File: config.mk
export PLATFORM = sky130hd
export DESIGN_NAME = seven_segment_mux_display_driver
export DESIGN_NICKNAME = d
export VERILOG_FILES = /design/src/rtl/ssdisp_pkg.sv /design/src/rtl/seven_segment_mux_display_driver.sv
export SDC_FILE = /design/constraint.sdc
export NUM_CORES = 1
export LEC_CHECK = 0
export ABC_CLOCK_PERIOD_IN_PS = 7400
export BUFFER_PORTS_ARGS = -buffer_cell sky130_fd_sc_hd__buf_4
export CAP_MARGIN = 0
export CELL_PAD_IN_SITES_DETAIL_PLACEMENT = 2
export CELL_PAD_IN_SITES_GLOBAL_PLACEMENT = 2
export CORE_MARGIN = 4
export CORE_UTILIZATION = 39
export DETAILED_ROUTE_END_ITERATION = 10
export GPL_ROUTABILITY_DRIVEN = 1
export PLACE_DENSITY_LB_ADDON = 0.1
export REMOVE_ABC_BUFFERS = 1
export SLEW_MARGIN = 20
export SYNTH_ARGS = -nofsm -noshare
export SYNTH_HDL_FRONTEND = slang
export SYNTH_SLANG_ARGS = --single-unit
File: constraint.sdc
create_clock -name clk -period 7.4 [get_ports clk]
set_input_delay 0.37 -clock clk [delete_from_list [all_inputs] [get_ports clk]]
set_output_delay 0.37 -clock clk [all_outputs]
set_load 0.02 [all_outputs]
File: src/rtl/ssdisp_pkg.sv
`timescale 1ns / 1ps
// ----------------------------------------------------------------------------
// ssdisp_pkg: shared types and constants of the seven-segment display driver
// Command codes, field widths, glyph table and divide-by-constant factors.
// ----------------------------------------------------------------------------
package ssdisp_pkg;

	localparam int NUM_DIGITS = 4;
	localparam int POS_W      = 2;
	localparam int VALUE_W    = 16;
	localparam int SEG_W      = 8;
	localparam int IN_DATA_W  = 24;
	localparam int OUT_DATA_W = 16;

	typedef enum logic {
		CMD_SET  = 1'b0,
		CMD_TICK = 1'b1
	} cmd_t;

	typedef logic [SEG_W-1:0] seg_t;

	// Segment bit that lights the decimal point.
	localparam int POINT_BIT = 6;
	localparam seg_t GLYPH_ZERO = 8'hBE;
	localparam seg_t SEG_BLANK  = 8'h00;

	// Reciprocal factors: q = (mag * M) >> K is exact for every magnitude up to 32768.
	localparam logic [15:0] RECIP_10   = 16'd52429;  // K = 19
	localparam logic [12:0] RECIP_100  = 13'd5243;   // K = 19
	localparam logic [15:0] RECIP_1000 = 16'd33555;  // K = 25

	function automatic seg_t glyph(input logic [3:0] digit);
		seg_t pat;
		case (digit)
			4'd0:    pat = 8'hBE;
			4'd1:    pat = 8'h82;
			4'd2:    pat = 8'h37;
			4'd3:    pat = 8'hA7;
			4'd4:    pat = 8'h8B;
			4'd5:    pat = 8'hAD;
			4'd6:    pat = 8'hBD;
			4'd7:    pat = 8'h86;
			4'd8:    pat = 8'hBF;
			4'd9:    pat = 8'hAF;
			default: pat = SEG_BLANK;
		endcase
		return pat;
	endfunction

endpackage

File: src/rtl/seven_segment_mux_display_driver.sv
`timescale 1ns / 1ps
// ----------------------------------------------------------------------------
// seven_segment_mux_display_driver: four-digit multiplexed display driver
// Converts a signed value to blank-suppressed decimal glyphs and scans them.
// ----------------------------------------------------------------------------
// The block takes one item per clock cycle while no tick waits on a stalled
// output. A set item (tuser low) latches new glyphs for the four positions and
// returns nothing; a tick item (tuser high) returns the glyph and the
// active-low enable of the current scan position and advances the scan. Items
// pass an input register and a quotient register (three reciprocal multipliers
// for /10, /100, /1000), and the result register drives the output.
// Items stay in order, so a tick always sees every earlier set.
module seven_segment_mux_display_driver (
	input  logic                               clk,
	input  logic                               arst_n,
	input  logic                               s_axis_tvalid,
	output logic                               s_axis_tready,
	// [15:0] value, [19:16] decimal_points, [23:20] zero
	input  logic [ssdisp_pkg::IN_DATA_W-1:0]   s_axis_tdata,
	// [0] command
	input  logic                               s_axis_tuser,
	output logic                               m_axis_tvalid,
	input  logic                               m_axis_tready,
	// [7:0] segments, [11:8] digit_enable_n, [15:12] zero
	output logic [ssdisp_pkg::OUT_DATA_W-1:0]  m_axis_tdata
);
	import ssdisp_pkg::*;

	// Input stage.
	logic                  valid_s1;
	cmd_t                  cmd_s1;
	logic [VALUE_W-1:0]    value_s1;
	logic [NUM_DIGITS-1:0] dp_s1;

	// Quotient stage.
	logic                  valid_s2;
	cmd_t                  cmd_s2;
	logic                  neg_s2;
	logic [NUM_DIGITS-1:0] dp_s2;
	logic [VALUE_W-1:0]    mag_s2;
	logic [11:0]           q1_s2;
	logic [8:0]            q2_s2;
	logic [5:0]            q3_s2;

	seg_t                  patterns_q [NUM_DIGITS];
	logic [POS_W-1:0]      scan_q;
	logic                  out_valid_q;
	seg_t                  seg_q;
	logic [NUM_DIGITS-1:0] den_q;

	logic                  out_free;
	logic                  adv1;
	logic                  adv2;
	logic                  tick_go;

	logic                  neg;
	logic [VALUE_W-1:0]    mag;
	logic [31:0]           prod1;
	logic [28:0]           prod2;
	logic [31:0]           prod3;

	logic [3:0]            d0;
	logic [3:0]            d1;
	logic [3:0]            d2;
	logic [3:0]            d3;
	logic [VALUE_W-1:0]    rem0;
	logic [11:0]           rem1;
	logic [8:0]            rem2;
	seg_t                  new_pat [NUM_DIGITS];

	assign out_free      = !out_valid_q || m_axis_tready;
	assign tick_go       = valid_s2 && (cmd_s2 == CMD_TICK);
	assign adv2          = !valid_s2 || (cmd_s2 == CMD_SET) || out_free;
	assign adv1          = !valid_s1 || adv2;
	assign s_axis_tready = adv1;

	// Magnitude and quotients from the input register.
	assign neg   = value_s1[VALUE_W-1];
	assign mag   = neg ? (~value_s1 + 16'd1) : value_s1;
	assign prod1 = 32'(mag) * 32'(RECIP_10);
	assign prod2 = 29'(mag) * 29'(RECIP_100);
	assign prod3 = 32'(mag) * 32'(RECIP_1000);

	// Digits from the quotient register; each is below ten, so four bits hold it.
	assign rem0 = mag_s2 - 16'(q1_s2) * 16'd10;
	assign rem1 = q1_s2 - 12'(q2_s2) * 12'd10;
	assign rem2 = q2_s2 - 9'(q3_s2) * 9'd10;
	assign d0   = rem0[3:0];
	assign d1   = rem1[3:0];
	assign d2   = rem2[3:0];

	always_comb begin
		if (q3_s2 >= 6'd30) begin
			d3 = 4'(q3_s2 - 6'd30);
		end else if (q3_s2 >= 6'd20) begin
			d3 = 4'(q3_s2 - 6'd20);
		end else if (q3_s2 >= 6'd10) begin
			d3 = 4'(q3_s2 - 6'd10);
		end else begin
			d3 = q3_s2[3:0];
		end
	end

	// Higher positions go blank once the remaining quotient is zero.
	always_comb begin
		new_pat[3] = glyph(d0);
		new_pat[2] = (q1_s2 != 12'd0) ? glyph(d1) : SEG_BLANK;
		new_pat[1] = (q2_s2 != 9'd0) ? glyph(d2) : SEG_BLANK;
		new_pat[0] = (q3_s2 != 6'd0) ? glyph(d3) : SEG_BLANK;
		new_pat[3][POINT_BIT] = neg_s2 || dp_s2[3];
		new_pat[2][POINT_BIT] = dp_s2[2];
		new_pat[1][POINT_BIT] = dp_s2[1];
		new_pat[0][POINT_BIT] = dp_s2[0];
	end

	always_ff @(posedge clk or negedge arst_n) begin
		if (!arst_n) begin
			valid_s1 <= 1'b0;
			valid_s2 <= 1'b0;
		end else begin
			if (adv1) begin
				valid_s1 <= s_axis_tvalid;
			end
			if (adv2) begin
				valid_s2 <= valid_s1;
			end
		end
	end

	always_ff @(posedge clk) begin
		if (adv1 && s_axis_tvalid) begin
			cmd_s1   <= cmd_t'(s_axis_tuser);
			value_s1 <= s_axis_tdata[VALUE_W-1:0];
			dp_s1    <= s_axis_tdata[VALUE_W +: NUM_DIGITS];
		end
		if (adv2 && valid_s1) begin
			cmd_s2 <= cmd_s1;
			neg_s2 <= neg;
			dp_s2  <= dp_s1;
			mag_s2 <= mag;
			q1_s2  <= prod1[30:19];
			q2_s2  <= prod2[27:19];
			q3_s2  <= prod3[30:25];
		end
	end

	always_ff @(posedge clk or negedge arst_n) begin
		if (!arst_n) begin
			for (int i = 0; i < NUM_DIGITS; i++) begin
				patterns_q[i] <= GLYPH_ZERO;
			end
			scan_q      <= '0;
			out_valid_q <= 1'b0;
		end else begin
			if (valid_s2 && (cmd_s2 == CMD_SET)) begin
				for (int i = 0; i < NUM_DIGITS; i++) begin
					patterns_q[i] <= new_pat[i];
				end
			end
			if (out_free) begin
				out_valid_q <= tick_go;
				if (tick_go) begin
					scan_q <= scan_q + 2'd1;
				end
			end
		end
	end

	always_ff @(posedge clk) begin
		if (out_free && tick_go) begin
			seg_q <= patterns_q[scan_q];
			den_q <= ~(4'b0001 << scan_q);
		end
	end

	assign m_axis_tvalid = out_valid_q;
	assign m_axis_tdata  = {4'b0000, den_q, seg_q};

`ifndef SYNTH
	a_tick_enable: assert property (@(posedge clk) disable iff (!arst_n)
		(out_free && tick_go) |=> (den_q == ~(4'b0001 << $past(scan_q))))
		else $error("digit enable does not match the scan position");

	a_one_digit: assert property (@(posedge clk) disable iff (!arst_n)
		out_valid_q |-> ($countones(den_q) == 3))
		else $error("more or fewer than one digit enabled");

	a_set_holds_scan: assert property (@(posedge clk) disable iff (!arst_n)
		(valid_s2 && (cmd_s2 == CMD_SET)) |=> $stable(scan_q))
		else $error("set item moved the scan position");
`endif

endmodule

==> reports/results.ini <==
[run_status]
status=finished, final reports clean

[yosys]
yosysWarnings=0
ys_types=72
ys_seq_area_share_pct=19.1
syn_inst=1539
synth_edf_count=70
yosys_most_used_dff=edfxtp_1
ys_ff_latch=107
syn_area_per_cell_um2=10.4
syn_area_mm2=0.0160
async_flop_share_pct=34.6

[clock_tree]
cts_buffers=9
cts-root-buf=clkbuf_16
cts.sinks=107
htree_levels=3
cts_tree=yes
clockBufferDepth=2
path_clk_slew_ns=0.08
clk_latency_ns=0.36

[setup_path]
end_kind=flop
crit_path_start_kind=flop
path_max_fanout=6
crit_arrival_ns=7.31
crit_cells=23
worstSetupPathType=flop to flop
reg2reg_depth=23
crit_required_ns=7.50
critPathSlowestCell=or4_4
critical_path_buf_inv_count=4
cpLargestDelayFamily=adder cells
cpPeakStageDelay_ns=0.60
crit_chain=or4_4, nor4_4, a21boi_0, xnor2_1, buf_4, clkinvlp_4, ha_2, ha_1, inv_1, fa_1, inv_1, fa_1, fa_1, fa_1, ha_1, a21o_1, a21o_1, a21o_1, a22o_1, a21o_1, a211o_1, o31ai_2, xnor2_1

[layout]
seq_area_mm2=0.00306
multi_input_comb_area_mm2=0.0115
antennaDiodeCount=0
area_delta_synth_final_pct=11.9
drive_above_1_share_pct=12.6
finalNetCount=2209
fillers=4193

[placed_design]
pre_cts_ws_ns=0.0669
post-dp-hpwl_mm=39.5
placement.io_buffers=38
gp_congestion=0.868

[route]
wl_mm=46.0
wl_per_cell_um=21.1
routed_via_density=5.04
drt.antenna.violating_nets=0
drtIter0Drc=407
drtPass1Iterations=4
drc=0
num_vias=10975

[global_routing]
grt-ovfl-total=0
grt_pass1_vias=12822
grt_max_degree=44
antenna_found_initial=0
grt_usage_pct=21.2
grt_pass1_wl_mm=72.9

[floorplanning]
core_area_mm2=0.0401
die_h_um=211
io_pins=47
rows=73
die_w_um=211
die_area_mm2=0.0443
floorplan.initialDensity_pct=39.9

[sta]
maxSlewViolCount=0
fmax_mhz=139
tightest_slew_ns=1.01
post-route-period-util_pct=97.3
fin_skew_ns=0.0145
fin_crit_ns=7.20
setup_ws_ns=0.199
setup_viol=0
timing.final.hold_violations=0
rsz0062_at_grt=yes
relSlewSlack_pct=32.9

[min_path]
hp-class=input pin to flop
min_path_cells=1

[flow_run]
drv_cap=0

==> cell usage after synthesis, types with 4 or more instances <==
library cell,number,area share [%]
inv_1,380,8.9
ha_1,351,27
fa_1,181,23
xnor2_1,79,4.3
edfxtp_1,70,13
nand2_1,64,1.5
nor2_1,53,1.2
o21ai_0,45,1.4
a21oi_1,36,1.1
a21o_1,27,1.3
dfstp_2,24,3.9
xor2_1,21,1.1
nand3_1,14,0.44
dfrtp_1,13,2.0
nand2b_1,12,0.47
a31oi_1,11,0.43
clkbuf_1,11,0.26
nor2b_1,9,0.35
mux4_2,8,1.1
a211oi_1,7,0.33
a22o_1,7,0.38
nand4_1,7,0.27
nor3_1,7,0.22
o31ai_1,6,0.28
and3_1,5,0.20
mux2i_1,5,0.31
nor4_1,5,0.20
a211o_1,4,0.22
and2_1,4,0.16
buf_4,4,0.19
inv_2,4,0.094
o21a_1,4,0.19
or3_1,4,0.16
==> registers in the layout, summed over array words and instances, names as in the netlist, 2 cells and up <==
register / count
patterns_q: 32
value_s1: 16
q1_s2: 12
q2_s2: 9
seg_q: 8
q3_s2: 6
den_q: 4
dp_s1: 4
dp_s2: 4
mag_s2: 4
scan_q: 2
==> cells by family after synthesis <==
kind of cell	Yosys count	synth area share, %
AOI/OAI and AO/OA	175	7.52
xor gates and xnor gates	105	5.98
adders and majority gates	532	50.1
buffers and inverters	404	9.62
DFF	107	19.1
muxes	16	1.65
other	1	0.0234
and+or+nand+nor	199	5.98
==> metal layers <==
| metal | vias up | global-route usage, % | share of wire (%) |
|---|---|---|---|
| met5 | - | 0 | 0 |
| met4 | 0 | 4.83 | 2.0 |
| met3 | 44 | 1.64 | 1.8 |
| met2 | 101 | 39.8 | 53 |
| met1 | 5624 | 26.6 | 43 |
| li1 | 5206 | - | - |
==> metrics by stage <==
step	setup TNS [ns]	utilization, %	cell area, µm²	hold slack, ns	cells
global route	-0.404	44.7	17900	0.164	2178
CTS	0	44.1	17700	0.161	2164
finish	0	44.7	17900	0.179	2178
detailed placement	0	43.2	17300	0.358	2146
global placement	0	43.2	17300	0.358	2146
floorplan	-0.0743	-	15900	0.0744	1524
==> final cells by class <==
class                      count  share of cell area (%)
clock inverter                 7                   0.622
multi-input combinational   1031                    64.4
inverter                     386                    8.14
tap                          525                    3.67
clock buffer                   9                    1.26
sequential                   107                    17.1
timing repair buffer         113                    4.84
==> path summary, 6_finish.rpt <==
| kind | start | endpoint | slack, ns |
|---|---|---|---|
| max in group asynchronous | arst_n | patterns_q[12] | 6.52 |
| min in group asynchronous | arst_n | patterns_q[24] | 0.52 |
| min | s_axis_tdata[3] | value_s1[3] | 0.18 |
| max | value_s1[7] | q1_s2[11] | 0.20 |
| max reg2reg | value_s1[7] | q1_s2[11] | 0.20 |
| min reg2reg | dp_s1[0] | dp_s2[0] | 0.43 |
==> repair_timing <==
action | in CTS | in global routing
pin swaps | 1 | 4
hold buffers | 1 | 0
buffers inserted | 1 | 14
hold endpoints to repair | 13 | 0
endpoints found under the setup margin | 2 | 13
resized for setup | 1 | 27
==> cells in the final DEF (no fill, tap or decap), drive strengths merged, types with 11 or more instances in the layout <==
| master | count |
|---|---|
| buf | 112 |
| ha | 351 |
| nand3 | 14 |
| fa | 181 |
| o21ai | 47 |
| a21oi | 36 |
| dfrtp | 13 |
| a31oi | 11 |
| inv | 387 |
| a21o | 27 |
| nand2b | 12 |
| dfstp | 24 |
| nor2 | 53 |
| xnor2 | 82 |
| edfxtp | 70 |
| xor2 | 23 |
| nand2 | 64 |
Power is left out: the tool's default activity adds up to more than one toggle a clock period on the data nets, which glitch-free logic cannot reach.
